===== config.mk =====
export PLATFORM = sky130hd
export DESIGN_NAME = image_rotate_forward_map_unit
export DESIGN_NICKNAME = d
export VERILOG_FILES = /design/src/sv/irfm_pkg.sv /design/src/sv/image_rotate_forward_map_unit.sv /design/src/sv/irfm_trig.sv
export VERILOG_INCLUDE_DIRS = /design/src /design/src/sv
export SDC_FILE = /design/constraint.sdc
export NUM_CORES = 2
export LEC_CHECK = 0
export ABC_AREA = 1
export CAP_MARGIN = 30
export CORE_MARGIN = 2
export CORE_UTILIZATION = 32
export DETAILED_ROUTE_END_ITERATION = 8
export DONT_BUFFER_PORTS = 1
export PLACE_DENSITY_LB_ADDON = 0.1
export SLEW_MARGIN = 20
export SYNTH_ARGS = -nofsm -noshare
export SYNTH_HDL_FRONTEND = slang
export SYNTH_MEMORY_MAX_BITS = 65536
export SYNTH_SLANG_ARGS = --single-unit

===== constraint.sdc =====
create_clock -name clock -period 12.2 [get_ports clock]
set_clock_uncertainty 0.05 [all_clocks]
set_input_delay 2.44 -clock clock [delete_from_list [all_inputs] [get_ports clock]]
set_output_delay 2.44 -clock clock [all_outputs]
set_load 0.01 [all_outputs]

===== src/sv/image_rotate_forward_map_unit_defines.svh =====
// assertion macros shared by the image rotate forward map rtl
`ifndef IMAGE_ROTATE_FORWARD_MAP_UNIT_DEFINES_SVH
`define IMAGE_ROTATE_FORWARD_MAP_UNIT_DEFINES_SVH

`ifndef SYNTH

// same-cycle implication, sampled on clock, off while reset is high
`define IRFM_ASSERT(label, ante, cons) \
   label: assert property (@(posedge clock) disable iff (reset) (ante) |-> (cons)) \
      else $error("irfm assertion failed");

// next-cycle implication, sampled on clock, off while reset is high
`define IRFM_ASSERT_NEXT(label, ante, cons) \
   label: assert property (@(posedge clock) disable iff (reset) (ante) |=> (cons)) \
      else $error("irfm assertion failed");

`else

`define IRFM_ASSERT(label, ante, cons)
`define IRFM_ASSERT_NEXT(label, ante, cons)

`endif

`endif


===== src/sv/irfm_pkg.sv =====
// types, constants and the sine table of the image rotate forward map unit
package irfm_pkg;

   // field and register widths
   localparam int COORD_W = 12;
   localparam int DIM_W = 13;
   localparam int PIX_W = 24;
   localparam int ANGLE_W = 9;
   localparam int CSR_INDEX_W = 2;
   localparam int CSR_DATA_W = 13;

   // fixed point trig values
   localparam int TRIG_FRAC_BITS = 16;
   localparam int TRIG_W = 18;
   localparam int TAB_W = 17;
   localparam int DEG_W = 7;
   localparam logic signed [TRIG_W-1:0] TRIG_ONE = 18'sd65536;

   // largest image side
   localparam logic [DIM_W-1:0] MAX_DIM = 13'd4096;

   // register indexes
   localparam logic [CSR_INDEX_W-1:0] CSR_ANGLE = 2'd0;
   localparam logic [CSR_INDEX_W-1:0] CSR_ROWS = 2'd1;
   localparam logic [CSR_INDEX_W-1:0] CSR_COLS = 2'd2;

   typedef struct packed {
      logic [COORD_W-1:0] src_row;
      logic [COORD_W-1:0] src_col;
      logic [PIX_W-1:0] pixel_value;
   } req_payload_type;

   typedef struct packed {
      logic [COORD_W-1:0] dest_row;
      logic [COORD_W-1:0] dest_col;
      logic [PIX_W-1:0] pixel_out;
   } rsp_payload_type;

   typedef struct packed {
      logic signed [TRIG_W-1:0] sin_val;
      logic signed [TRIG_W-1:0] cos_val;
   } trig_type;

   // sine of 0..90 whole degrees, rounded to 16 fraction bits
   function automatic logic [TAB_W-1:0] sin_deg(input logic [DEG_W-1:0] deg);
      logic [TAB_W-1:0] v;
      case (deg)
         7'd0: v = 17'd0;
         7'd1: v = 17'd1144;
         7'd2: v = 17'd2287;
         7'd3: v = 17'd3430;
         7'd4: v = 17'd4572;
         7'd5: v = 17'd5712;
         7'd6: v = 17'd6850;
         7'd7: v = 17'd7987;
         7'd8: v = 17'd9121;
         7'd9: v = 17'd10252;
         7'd10: v = 17'd11380;
         7'd11: v = 17'd12505;
         7'd12: v = 17'd13626;
         7'd13: v = 17'd14742;
         7'd14: v = 17'd15855;
         7'd15: v = 17'd16962;
         7'd16: v = 17'd18064;
         7'd17: v = 17'd19161;
         7'd18: v = 17'd20252;
         7'd19: v = 17'd21336;
         7'd20: v = 17'd22415;
         7'd21: v = 17'd23486;
         7'd22: v = 17'd24550;
         7'd23: v = 17'd25607;
         7'd24: v = 17'd26656;
         7'd25: v = 17'd27697;
         7'd26: v = 17'd28729;
         7'd27: v = 17'd29753;
         7'd28: v = 17'd30767;
         7'd29: v = 17'd31772;
         7'd30: v = 17'd32768;
         7'd31: v = 17'd33754;
         7'd32: v = 17'd34729;
         7'd33: v = 17'd35693;
         7'd34: v = 17'd36647;
         7'd35: v = 17'd37590;
         7'd36: v = 17'd38521;
         7'd37: v = 17'd39441;
         7'd38: v = 17'd40348;
         7'd39: v = 17'd41243;
         7'd40: v = 17'd42126;
         7'd41: v = 17'd42995;
         7'd42: v = 17'd43852;
         7'd43: v = 17'd44695;
         7'd44: v = 17'd45525;
         7'd45: v = 17'd46341;
         7'd46: v = 17'd47143;
         7'd47: v = 17'd47930;
         7'd48: v = 17'd48703;
         7'd49: v = 17'd49461;
         7'd50: v = 17'd50203;
         7'd51: v = 17'd50931;
         7'd52: v = 17'd51643;
         7'd53: v = 17'd52339;
         7'd54: v = 17'd53020;
         7'd55: v = 17'd53684;
         7'd56: v = 17'd54332;
         7'd57: v = 17'd54963;
         7'd58: v = 17'd55578;
         7'd59: v = 17'd56175;
         7'd60: v = 17'd56756;
         7'd61: v = 17'd57319;
         7'd62: v = 17'd57865;
         7'd63: v = 17'd58393;
         7'd64: v = 17'd58903;
         7'd65: v = 17'd59396;
         7'd66: v = 17'd59870;
         7'd67: v = 17'd60326;
         7'd68: v = 17'd60764;
         7'd69: v = 17'd61183;
         7'd70: v = 17'd61584;
         7'd71: v = 17'd61966;
         7'd72: v = 17'd62328;
         7'd73: v = 17'd62672;
         7'd74: v = 17'd62997;
         7'd75: v = 17'd63303;
         7'd76: v = 17'd63589;
         7'd77: v = 17'd63856;
         7'd78: v = 17'd64104;
         7'd79: v = 17'd64332;
         7'd80: v = 17'd64540;
         7'd81: v = 17'd64729;
         7'd82: v = 17'd64898;
         7'd83: v = 17'd65048;
         7'd84: v = 17'd65177;
         7'd85: v = 17'd65287;
         7'd86: v = 17'd65376;
         7'd87: v = 17'd65446;
         7'd88: v = 17'd65496;
         7'd89: v = 17'd65526;
         7'd90: v = 17'd65536;
         default: v = '0;
      endcase
      return v;
   endfunction

endpackage


===== src/sv/image_rotate_forward_map_unit.sv =====
// top level of the image rotate forward map unit: registers, pipeline and handshakes
//
//   port group   direction   carries
//   req_*        in          source row, column and pixel, valid/stall
//   rsp_*        out         destination row, column and pixel, valid/stall
//   csr_*        in          register writes: angle, rows, cols
//
// one request per cycle sustained while rsp_stall is low; three register stages (input, products,
// result): each request is registered at the input, then as its products, then as its result.
// the four 14x18 coordinate products sit between the input and product registers.
// reset is synchronous; trig values and image size come back to angle 0, 4096x4096.
// each stage loads whenever it is empty or the one after it moves, so stalls on the
// result side back up only as far as there are full stages.
`include "image_rotate_forward_map_unit_defines.svh"

module image_rotate_forward_map_unit (
   input  logic                                clock,
   input  logic                                reset,
   input  logic                                req_valid,
   output logic                                req_stall,
   input  irfm_pkg::req_payload_type           req_payload,
   output logic                                rsp_valid,
   input  logic                                rsp_stall,
   output irfm_pkg::rsp_payload_type           rsp_payload,
   input  logic                                csr_write,
   input  logic [irfm_pkg::CSR_INDEX_W-1:0]    csr_index,
   input  logic [irfm_pkg::CSR_DATA_W-1:0]     csr_wdata
);

   localparam int PROD_W = 32;
   localparam int SUM_W = 34;
   localparam int OFS_W = irfm_pkg::COORD_W + 2;
   localparam int HALF_W = irfm_pkg::DIM_W - 1;

   // configuration state
   logic [irfm_pkg::DIM_W-1:0]          rows_ff, rows_in;
   logic [irfm_pkg::DIM_W-1:0]          cols_ff, cols_in;
   logic signed [irfm_pkg::TRIG_W-1:0]  sin_ff, sin_in;
   logic signed [irfm_pkg::TRIG_W-1:0]  cos_ff, cos_in;
   irfm_pkg::trig_type                  trig_new;
   logic [irfm_pkg::DIM_W-1:0]          dim_wr;

   // pipeline state
   logic                                s1_valid_ff, s1_valid_in;
   irfm_pkg::req_payload_type           s1_req_ff;
   logic                                s2_valid_ff, s2_valid_in;
   logic signed [PROD_W-1:0]            xs_ff, xc_ff, ys_ff, yc_ff;
   logic signed [PROD_W-1:0]            xs_in, xc_in, ys_in, yc_in;
   logic [irfm_pkg::PIX_W-1:0]          s2_pix_ff;
   logic                                rsp_valid_ff, rsp_valid_in;
   irfm_pkg::rsp_payload_type           rsp_payload_ff, rsp_payload_in;

   logic                                rsp_ready, s2_ready, s1_ready;
   logic                                in_range;
   logic signed [OFS_W-1:0]             x_ofs, y_ofs;
   logic signed [SUM_W-1:0]             row_num, col_num;
   logic [irfm_pkg::DIM_W-1:0]          row_axis, col_axis;

   // truncate toward zero and range check one axis; msb is the hit flag
   function automatic logic [irfm_pkg::DIM_W-1:0] axis_map(
      input logic signed [SUM_W-1:0] num,
      input logic [irfm_pkg::DIM_W-1:0] dim
   );
      logic [SUM_W-irfm_pkg::TRIG_FRAC_BITS-1:0] whole;
      logic hit;
      logic [irfm_pkg::COORD_W-1:0] coord;
      whole = num[SUM_W-1:irfm_pkg::TRIG_FRAC_BITS];
      if (!num[SUM_W-1]) begin
         hit = whole < {{(SUM_W-irfm_pkg::TRIG_FRAC_BITS-irfm_pkg::DIM_W){1'b0}}, dim};
         coord = whole[irfm_pkg::COORD_W-1:0];
      end else begin
         // a value in (-1, 0) truncates to zero
         hit = (&whole) && (num[irfm_pkg::TRIG_FRAC_BITS-1:0] != '0);
         coord = '0;
      end
      return {hit, coord};
   endfunction

   // trig lookup for the angle being written
   irfm_trig u_trig (
      .angle (csr_wdata[irfm_pkg::ANGLE_W-1:0]),
      .trig  (trig_new)
   );

   // register writes, image size clamped to the largest side
   always_comb begin
      dim_wr = (csr_wdata > irfm_pkg::MAX_DIM) ? irfm_pkg::MAX_DIM : csr_wdata;
      rows_in = rows_ff;
      cols_in = cols_ff;
      sin_in = sin_ff;
      cos_in = cos_ff;
      if (csr_write) begin
         case (csr_index)
            irfm_pkg::CSR_ANGLE: begin
               sin_in = trig_new.sin_val;
               cos_in = trig_new.cos_val;
            end
            irfm_pkg::CSR_ROWS: rows_in = dim_wr;
            irfm_pkg::CSR_COLS: cols_in = dim_wr;
            default: begin
               rows_in = rows_ff;
            end
         endcase
      end
   end

   always_ff @(posedge clock) begin
      if (reset) begin
         rows_ff <= irfm_pkg::MAX_DIM;
         cols_ff <= irfm_pkg::MAX_DIM;
         sin_ff <= '0;
         cos_ff <= irfm_pkg::TRIG_ONE;
      end else begin
         rows_ff <= rows_in;
         cols_ff <= cols_in;
         sin_ff <= sin_in;
         cos_ff <= cos_in;
      end
   end

   // stage readiness, back to front
   assign rsp_ready = !rsp_valid_ff || !rsp_stall;
   assign s2_ready = !s2_valid_ff || rsp_ready;
   assign s1_ready = !s1_valid_ff || s2_ready;
   assign req_stall = !s1_ready;

   // input stage
   assign s1_valid_in = s1_ready ? req_valid : s1_valid_ff;

   always_ff @(posedge clock) begin
      if (reset) begin
         s1_valid_ff <= 1'b0;
      end else begin
         s1_valid_ff <= s1_valid_in;
      end
   end

   always_ff @(posedge clock) begin
      if (s1_ready && req_valid) begin
         s1_req_ff <= req_payload;
      end
   end

   // source range check and centered offsets
   assign in_range = ({1'b0, s1_req_ff.src_row} < rows_ff) &&
                     ({1'b0, s1_req_ff.src_col} < cols_ff);
   assign x_ofs = $signed({2'b00, s1_req_ff.src_col}) -
                  $signed({2'b00, cols_ff[irfm_pkg::DIM_W-1:1]});
   assign y_ofs = $signed({2'b00, s1_req_ff.src_row}) -
                  $signed({2'b00, rows_ff[irfm_pkg::DIM_W-1:1]});

   // rotation products
   assign xs_in = PROD_W'(x_ofs) * PROD_W'(sin_ff);
   assign xc_in = PROD_W'(x_ofs) * PROD_W'(cos_ff);
   assign ys_in = PROD_W'(y_ofs) * PROD_W'(sin_ff);
   assign yc_in = PROD_W'(y_ofs) * PROD_W'(cos_ff);

   // product stage, sources outside the image are dropped here
   assign s2_valid_in = s2_ready ? (s1_valid_ff && in_range) : s2_valid_ff;

   always_ff @(posedge clock) begin
      if (reset) begin
         s2_valid_ff <= 1'b0;
      end else begin
         s2_valid_ff <= s2_valid_in;
      end
   end

   always_ff @(posedge clock) begin
      if (s2_ready && s1_valid_ff) begin
         xs_ff <= xs_in;
         xc_ff <= xc_in;
         ys_ff <= ys_in;
         yc_ff <= yc_in;
         s2_pix_ff <= s1_req_ff.pixel_value;
      end
   end

   // sums with the center added back
   assign row_num = SUM_W'(yc_ff) - SUM_W'(xs_ff) +
                    $signed({{(SUM_W-HALF_W-irfm_pkg::TRIG_FRAC_BITS){1'b0}},
                             rows_ff[irfm_pkg::DIM_W-1:1],
                             {irfm_pkg::TRIG_FRAC_BITS{1'b0}}});
   assign col_num = SUM_W'(xc_ff) + SUM_W'(ys_ff) +
                    $signed({{(SUM_W-HALF_W-irfm_pkg::TRIG_FRAC_BITS){1'b0}},
                             cols_ff[irfm_pkg::DIM_W-1:1],
                             {irfm_pkg::TRIG_FRAC_BITS{1'b0}}});
   assign row_axis = axis_map(row_num, rows_ff);
   assign col_axis = axis_map(col_num, cols_ff);

   // result stage, destinations outside the image are dropped here
   always_comb begin
      rsp_payload_in.dest_row = row_axis[irfm_pkg::COORD_W-1:0];
      rsp_payload_in.dest_col = col_axis[irfm_pkg::COORD_W-1:0];
      rsp_payload_in.pixel_out = s2_pix_ff;
      rsp_valid_in = rsp_valid_ff;
      if (rsp_ready) begin
         rsp_valid_in = s2_valid_ff && row_axis[irfm_pkg::DIM_W-1] &&
                        col_axis[irfm_pkg::DIM_W-1];
      end
   end

   always_ff @(posedge clock) begin
      if (reset) begin
         rsp_valid_ff <= 1'b0;
      end else begin
         rsp_valid_ff <= rsp_valid_in;
      end
   end

   always_ff @(posedge clock) begin
      if (rsp_ready && s2_valid_ff) begin
         rsp_payload_ff <= rsp_payload_in;
      end
   end

   assign rsp_valid = rsp_valid_ff;
   assign rsp_payload = rsp_payload_ff;

   // checks
   `IRFM_ASSERT(a_trig_bounded, 1'b1, (sin_ff <= irfm_pkg::TRIG_ONE) && (sin_ff >= -irfm_pkg::TRIG_ONE) && (cos_ff <= irfm_pkg::TRIG_ONE) && (cos_ff >= -irfm_pkg::TRIG_ONE))
   `IRFM_ASSERT_NEXT(a_zero_angle, csr_write && (csr_index == irfm_pkg::CSR_ANGLE) && (csr_wdata[irfm_pkg::ANGLE_W-1:0] == '0), (cos_ff == irfm_pkg::TRIG_ONE) && (sin_ff == '0))
   `IRFM_ASSERT(a_dest_inside, rsp_valid_ff, (rsp_payload_ff.dest_row < rows_ff) && (rsp_payload_ff.dest_col < cols_ff))
   `IRFM_ASSERT(a_stall_only_full, req_stall, s1_valid_ff && s2_valid_ff && rsp_valid_ff)
   `IRFM_ASSERT_NEXT(a_bubble_empties, !s2_valid_ff && rsp_ready, !rsp_valid_ff)

endmodule


===== src/sv/irfm_trig.sv =====
// angle to signed sine and cosine lookup with quadrant folding
module irfm_trig (
   input  logic [irfm_pkg::ANGLE_W-1:0] angle,
   output irfm_pkg::trig_type           trig
);

   localparam logic [irfm_pkg::ANGLE_W-1:0] DEG_FULL = 9'd360;
   localparam logic [irfm_pkg::ANGLE_W-1:0] DEG_90 = 9'd90;
   localparam logic [irfm_pkg::ANGLE_W-1:0] DEG_180 = 9'd180;
   localparam logic [irfm_pkg::ANGLE_W-1:0] DEG_270 = 9'd270;
   localparam logic [irfm_pkg::DEG_W-1:0] DEG_RIGHT = 7'd90;

   typedef enum logic [1:0] {
      QUAD_0 = 2'd0,
      QUAD_1 = 2'd1,
      QUAD_2 = 2'd2,
      QUAD_3 = 2'd3
   } quad_type;

   logic [irfm_pkg::ANGLE_W-1:0] angle_red;
   logic [irfm_pkg::ANGLE_W-1:0] angle_rem;
   quad_type                     quad;
   logic [irfm_pkg::TAB_W-1:0]   sin_mag;
   logic [irfm_pkg::TAB_W-1:0]   cos_mag;
   logic signed [irfm_pkg::TRIG_W-1:0] sin_pos;
   logic signed [irfm_pkg::TRIG_W-1:0] cos_pos;

   // reduce to one turn, then split into quadrant and remainder
   always_comb begin
      angle_red = (angle >= DEG_FULL) ? angle - DEG_FULL : angle;
      if (angle_red < DEG_90) begin
         quad = QUAD_0;
         angle_rem = angle_red;
      end else if (angle_red < DEG_180) begin
         quad = QUAD_1;
         angle_rem = angle_red - DEG_90;
      end else if (angle_red < DEG_270) begin
         quad = QUAD_2;
         angle_rem = angle_red - DEG_180;
      end else begin
         quad = QUAD_3;
         angle_rem = angle_red - DEG_270;
      end
   end

   // first quadrant magnitudes from the table
   assign sin_mag = irfm_pkg::sin_deg(angle_rem[irfm_pkg::DEG_W-1:0]);
   assign cos_mag = irfm_pkg::sin_deg(DEG_RIGHT - angle_rem[irfm_pkg::DEG_W-1:0]);
   assign sin_pos = $signed({1'b0, sin_mag});
   assign cos_pos = $signed({1'b0, cos_mag});

   // fold back into the full circle
   always_comb begin
      case (quad)
         QUAD_0: begin
            trig.sin_val = sin_pos;
            trig.cos_val = cos_pos;
         end
         QUAD_1: begin
            trig.sin_val = cos_pos;
            trig.cos_val = -sin_pos;
         end
         QUAD_2: begin
            trig.sin_val = -sin_pos;
            trig.cos_val = -cos_pos;
         end
         QUAD_3: begin
            trig.sin_val = -cos_pos;
            trig.cos_val = sin_pos;
         end
         default: begin
            trig.sin_val = sin_pos;
            trig.cos_val = cos_pos;
         end
      endcase
   end

endmodule


## Word-level counts from Yosys, hierarchy flattened

Memories as Yosys holds them, arrays and structs flattened.
Cells that the tools add are included.

- Register bits after elaboration: 309
- Bits in read-only memories: 4352
- Input bits: 68
- Output and inout port bits: 50
- Logic and storage cells: 88
- Memories: 2

- Add/sub/neg operators: 13
- Multipliers: 4
- Magnitude comparators: 9
- Equality and inequality tests: 5
- Mux-type cells: 11
- Reduce and logical (&&, ||, !) cells: 26

Memories:

| name | words | width | rd ports | clocked after memory_dff | wr ports | line | RTL |
|---|---|---|---|---|---|---|---|
| (no name shown) | 128 | 17 | 1 | 0 | 0 | irfm_pkg.sv:47 | `case (deg)` |
| (no name shown) | 128 | 17 | 1 | 0 | 0 | irfm_pkg.sv:47 |  |

Operators by type and width:

| cell | count |
|---|---|
| $pmux W36 S4 | 1 |
| $mul A13 B18 Y31 | 4 |
| $add A32 B29 Y33 | 2 |
| $lt A18 B13 Y1 | 2 |
| $neg A17 Y18 | 2 |
| $reduce_and A18 Y1 | 2 |
| $add A31 B31 Y32 | 1 |
| $reduce_bool A16 Y1 | 2 |
| $sub A31 B31 Y32 | 1 |
| $lt A12 B13 Y1 | 2 |
| $sub A12 B12 Y13 | 2 |
| $mux W7 | 3 |
| $gt A13 B13 Y1 const B | 1 |
| $mux W13 | 1 |
| $ge A9 B9 Y1 const B | 1 |
| $logic_and A1 B1 Y1 | 9 |
| $lt A9 B7 Y1 const B | 1 |
| $lt A9 B8 Y1 const B | 1 |
| $lt A9 B9 Y1 const B | 1 |
| $mux W9 | 1 |
| $sub A9 B9 Y9 const B | 1 |
| $sub A7 B4 Y7 const B | 1 |
| $sub A7 B6 Y7 const B | 1 |
| $sub A7 B7 Y7 const A | 1 |
| other kinds (9) | 24 |

## Logic depth before layout (Yosys ltp)

An unclocked memory read counts as a cell.

- Word-level depth: 10
- Gate-level depth with buffers: 54
- Gate-level depth less buffers: 52

## Cells and area by module

Synthesis repeated with hierarchy kept, for this count alone.

- Cells, all modules: 7179
- Area, all modules: 57284.9 sq um

Modules (own cells, without submodules):

| module | instances | cells each | area each (sq um) | sequential area each (sq um) |
|---|---|---|---|---|
| image_rotate_forward_map_unit | 1 | 5696 | 49989.2 | 8628.3 |
| irfm_trig | 1 | 1483 | 7295.7 | 0.0 |

## Worst setup path after synthesis

Ideal clock, no wire load.

- Kind: register to register
- Start: reg rows_ff[2] (netlist bit)
- End: reg ys_ff[29] (data pin)
- Setup time: 0.257 ns
- Arrival: 7.828 ns
- Required time: 11.893 ns
- Slack: 4.065 ns
- Stages on the path, launching flop included: 48
- Path buffers: 1
- Period minus slack after synthesis: 8.135 ns
- Path through: dfxtp_1 inv_1 ha_1 a21oi_1 nor2_1 o21ai_0 nand2_1 a21oi_1 or2_2 nand2_1 a21oi_1 or2_2 nand2_1 a21oi_1 inv_1 or2_2 nand2_1 inv_1 [12 not listed] a21oi_1 o21ai_0 a21oi_1 inv_1 a21oi_1 o21ai_0 nand3_1 nand2_1 a21o_1 a21oi_1 o21ai_0 nand2_1 nand2_1 nand2_1 nand2_1 nand3_1 nand2_1 xor2_1

- Longest elaborated chain between the ends: 2

Ends and longest elaborated chain:

| element | line | RTL |
|---|---|---|
| from (decl) | image_rotate_forward_map_unit.sv:36 | `logic [irfm_pkg::DIM_W-1:0] rows_ff, rows_in;` |
| from (signal assigned) | image_rotate_forward_map_unit.sv:109 | `rows_ff <= irfm_pkg::MAX_DIM;` |
| from (signal assigned) | image_rotate_forward_map_unit.sv:114 | `rows_ff <= rows_in;` |
| $sub A12 B12 Y13 | image_rotate_forward_map_unit.sv:149 | `assign y_ofs = $signed({2'b00, s1_req_ff.src_row}) -` |
| $mul A13 B18 Y31 | image_rotate_forward_map_unit.sv:155 | `assign ys_in = PROD_W'(y_ofs) * PROD_W'(sin_ff);` |
| named net ys_in[29] | image_rotate_forward_map_unit.sv:48 | `logic signed [PROD_W-1:0] xs_in, xc_in, ys_in, yc_in;` |
| to (signal assigned) | image_rotate_forward_map_unit.sv:173 | `ys_ff <= ys_in;` |
| to (decl) | image_rotate_forward_map_unit.sv:47 | `logic signed [PROD_W-1:0] xs_ff, xc_ff, ys_ff, yc_ff;` |

The timed path passes the listed nets, and every way through them passes these cells.
A chain may end at the register's enable or synchronous reset.

## Worst setup path after layout

Same ends and word-level chain as after synthesis.

==> results by group <==
Run status
  – Status: completed

CTS
  – # Post-CTS Setup Buffers: 0
  – CTS tree: built
  – Clock transition at path regs: roughly 60 ps
  – CTS Buf Count: 42
  – Hold buffers post-CTS: 0
  – Clock Latency Late Sink: 640 ps
  – CTS sink count: just over 300
  – Cts repair resizes: 0
  – Worst-case clock buffer depth: 3
  – Clk root buf: clkbuf_16
  – H-tree lvl count: 2

Floorplanning
  – FP Rows: 150
  – Core Region: 0.168 mm^2
  – X dimension of the die: slightly above 400 um
  – Die area: roughly 0.17 mm^2
  – Die Span Y: 415 um
  – Initial Util: 0.323
  – I/O pin count: 118

Placed design
  – IO Port Bufs: 0
  – Post-DP HPWL: 148,000 um
  – Placed cells: 8,543
  – Gp weighted congestion: 0.923

Worst setup path
  – CP peak stage delay: 620 ps
  – RR Endpoint: ys_ff[29]
  – Worst R2R Setup Slack: roughly 2200 ps
  – Worst flop-to-flop path startpoint: rows_ff[2]
  – Most frequent cell on the critical path: nand2_1
  – Worst-path cell with the longest stage delay: nand2_1
  – Crit path launch type: flip-flop
  – Arrival @ worst endpoint: 10,370 ps
  – Worst setup EP type: flip-flop
  – Worst r2r path cells: 47
  – CP max FO: 15
  – Crit Path Class: flip-flop to flip-flop
  – Worst Path Required: 12,540 ps

Drt
  – Vias post-DR: 42,994
  – Drt wl/cell: 21.7 um
  – Initial drt markers: 3,119
  – Antenna Nets Post-Route: 0
  – DR vias/cell: 4.98
  – Total wire length: 187,000 um
  – First-pass DRT Iterations: 6
  – DRC: 0

STA
  – Final Setup Violations: 0
  – Max Slew Vio Count: 0
  – Unrepaired setup endpoints after global routing: no
  – Final period utilization: 0.822
  – Tightest Pin Transition: 1010 ps
  – FMAX: 0.0997 GHz
  – Setup TNS: 0 ps
  – Fin. Hold Viols: 0
  – Rel. slew slack: 0.328
  – Tmin final: 10,030 ps

Power
  – Pleak: 28.7 nW
  – Pwr dens: 244 mW/mm^2
  – Max IR drop VDD: 193 uV

Run
  – Max cap viols: 0

Global route
  – Congestion Overflow GR: 0
  – Largest net degree at the start of global routing: 56
  – Number of global-route vias before repair: 44,680
  – First-pass GRT wire length: 287,000 um
  – All-layer global routing usage: 0.221
  – Antenna violations before repair: 7

Layout
  – Fin nets: 7,858
  – Non-Filler Instances: 8,626
  – Share of cells above drive strength 1: 0.0478
  – Area Overhead vs Synth: 7.42%

Synthesis
  – Area contributors post-synth: fa_1 (33%), edfxtp_1 (14%), ha_1 (12%)
  – Synth area leader: fa_1
  – Top cells by count, synth: nand2_1 (1,430), inv_1 (1,146), fa_1 (899)
  – Synth unique cells: 60
  – YS warnings: 0
  – Ys async rst share: 0
  – Fraction of synthesized cell area taken by the top area cell type: 0.333
  – Register area share after synthesis: 0.160
  – Mapped Nets: 7,953
  – Synth Register Bits: 309
  – Cell with the most instances after synthesis: nand2_1
  – Avg Synthesized Cell Area: 8.35 um^2
  – Post-Synthesis Cells: 6,481
  – Most used DFF post-synth: edfxtp_1
  – Number of synthesized flops with an enable pin: 244
  – Area of the mapped netlist: 0.0541 mm^2

Hold path
  – Hold path start: s1_req_ff[9]
  – Hold path depth: 0
  – Worst Hold Class: flip-flop to flip-flop
  – Hold-critical path endpoint: s2_pix_ff[9]
[sequential cells by signal, indices dropped and copies added (netlist names), 24 cells and up]
signal / flops
rsp_payload: 48
s1_req_ff: 48
s2_pix_ff: 24
xc_ff: 31
xs_ff: 31
yc_ff: 31
ys_ff: 31
[cells in the final DEF (no fill, tap or decap), drive strengths merged, types with 19 or more instances in the layout]
cell type and instances:
ha 505, a21oi 318, xor2 124, or2 20
buf 110, nand3 326, clkbuf 48, nor3 20
nand4 27, o211ai 19, nand2 1480, xnor2 80
o21ai 213, edfxtp 244, inv 1165, nor2 628
clkinv 24, dfxtp 65, fa 899
[logic make-up (layout without fill, tap and decap cells)]
| family | count (synthesis) | in the layout | share of synthesized area |
|---|---|---|---|
| buf+inv | 1416 | 1353 | 0.102 |
| flops | 309 | 309 | 0.160 |
| simple gates | 2520 | 2520 | 0.192 |
| fa+ha+maj | 1404 | 1404 | 0.450 |
| other cells | 0 | 4 | 0 |
| xor+xnor | 204 | 204 | 0.0330 |
| compound gates | 628 | 628 | 0.0640 |
[worst max-delay path by stage]
stage / start / endpoint / slack, ps / cells past startpoint
after floorplan: rows_ff[2] / ys_ff[29] / 4070 / 47
after global placement: s1_req_ff[36] / yc_ff[29] / 2360 / 44
after detailed placement: rows_ff[2] / ys_ff[29] / 2250 / 47
after CTS: rows_ff[2] / ys_ff[29] / 2220 / 47
after global routing: rows_ff[2] / ys_ff[29] / 1330 / 47
final: rows_ff[2] / ys_ff[29] / 2170 / 47
[per-stage QoR]
| step | instance area (um^2) | util | hold WS, ps | power [mW] | setup slack [ps] |
|---|---|---|---|---|---|
| 3_3_place_gp | 56600 | 0.337 | 350 | 12.9 | 2360 |
| 5_1_grt | 58100 | 0.347 | 373 | 15.9 | 1330 |
| 3_5_place_dp | 56600 | 0.338 | 355 | 12.9 | 2250 |
| 4_1_cts | 58000 | 0.346 | 366 | 14.3 | 2220 |
| 6_report | 58100 | 0.347 | 366 | 14.2 | 2170 |
| 2_1_floorplan | 54100 | - | 350 | 9.67 | 4070 |
[worst max-delay path: cells and delay by family, from the launching register on]
kind,cells,cell delay (ps)
fa+ha+maj,8,3520
compound gates,13,2330
simple gates,17,2150
buf+inv,8,1190
flops,1,370
xor+xnor,1,140
[area by class of cell]
| cell class | count | area [um^2] |
|---|---|---|
| Inverter | 1167 | 4390 |
| Tap cell | 2204 | 2760 |
| Sequential cell | 309 | 8630 |
| Timing Repair Buffer | 110 | 881 |
| Multi-Input combinational cell | 4756 | 40000 |
| Antenna cell | 4 | 10.0 |
| Clock inverter | 28 | 323 |
| Fill cell | 17673 | 110000 |
| Clock buffer | 48 | 1120 |
[per-layer routing]
| metal | wire length [um] | GRT usage | vias to the layer above |
|---|---|---|---|
| met5 | 18 | 0 | - |
| met4 | 7630 | 0.0748 | 2 |
| met3 | 9410 | 0.0260 | 211 |
| met2 | 88300 | 0.371 | 1170 |
| met1 | 82000 | 0.295 | 21716 |
| li1 | - | - | 19895 |
[report_power, final]
part           internal [mW]  switching, mW  total, mW
registers               1.72          0.149       1.87
logic                   3.94           7.06       11.0
clock network          0.756          0.551       1.31
Note: power is estimated with default switching activity, not from simulation.
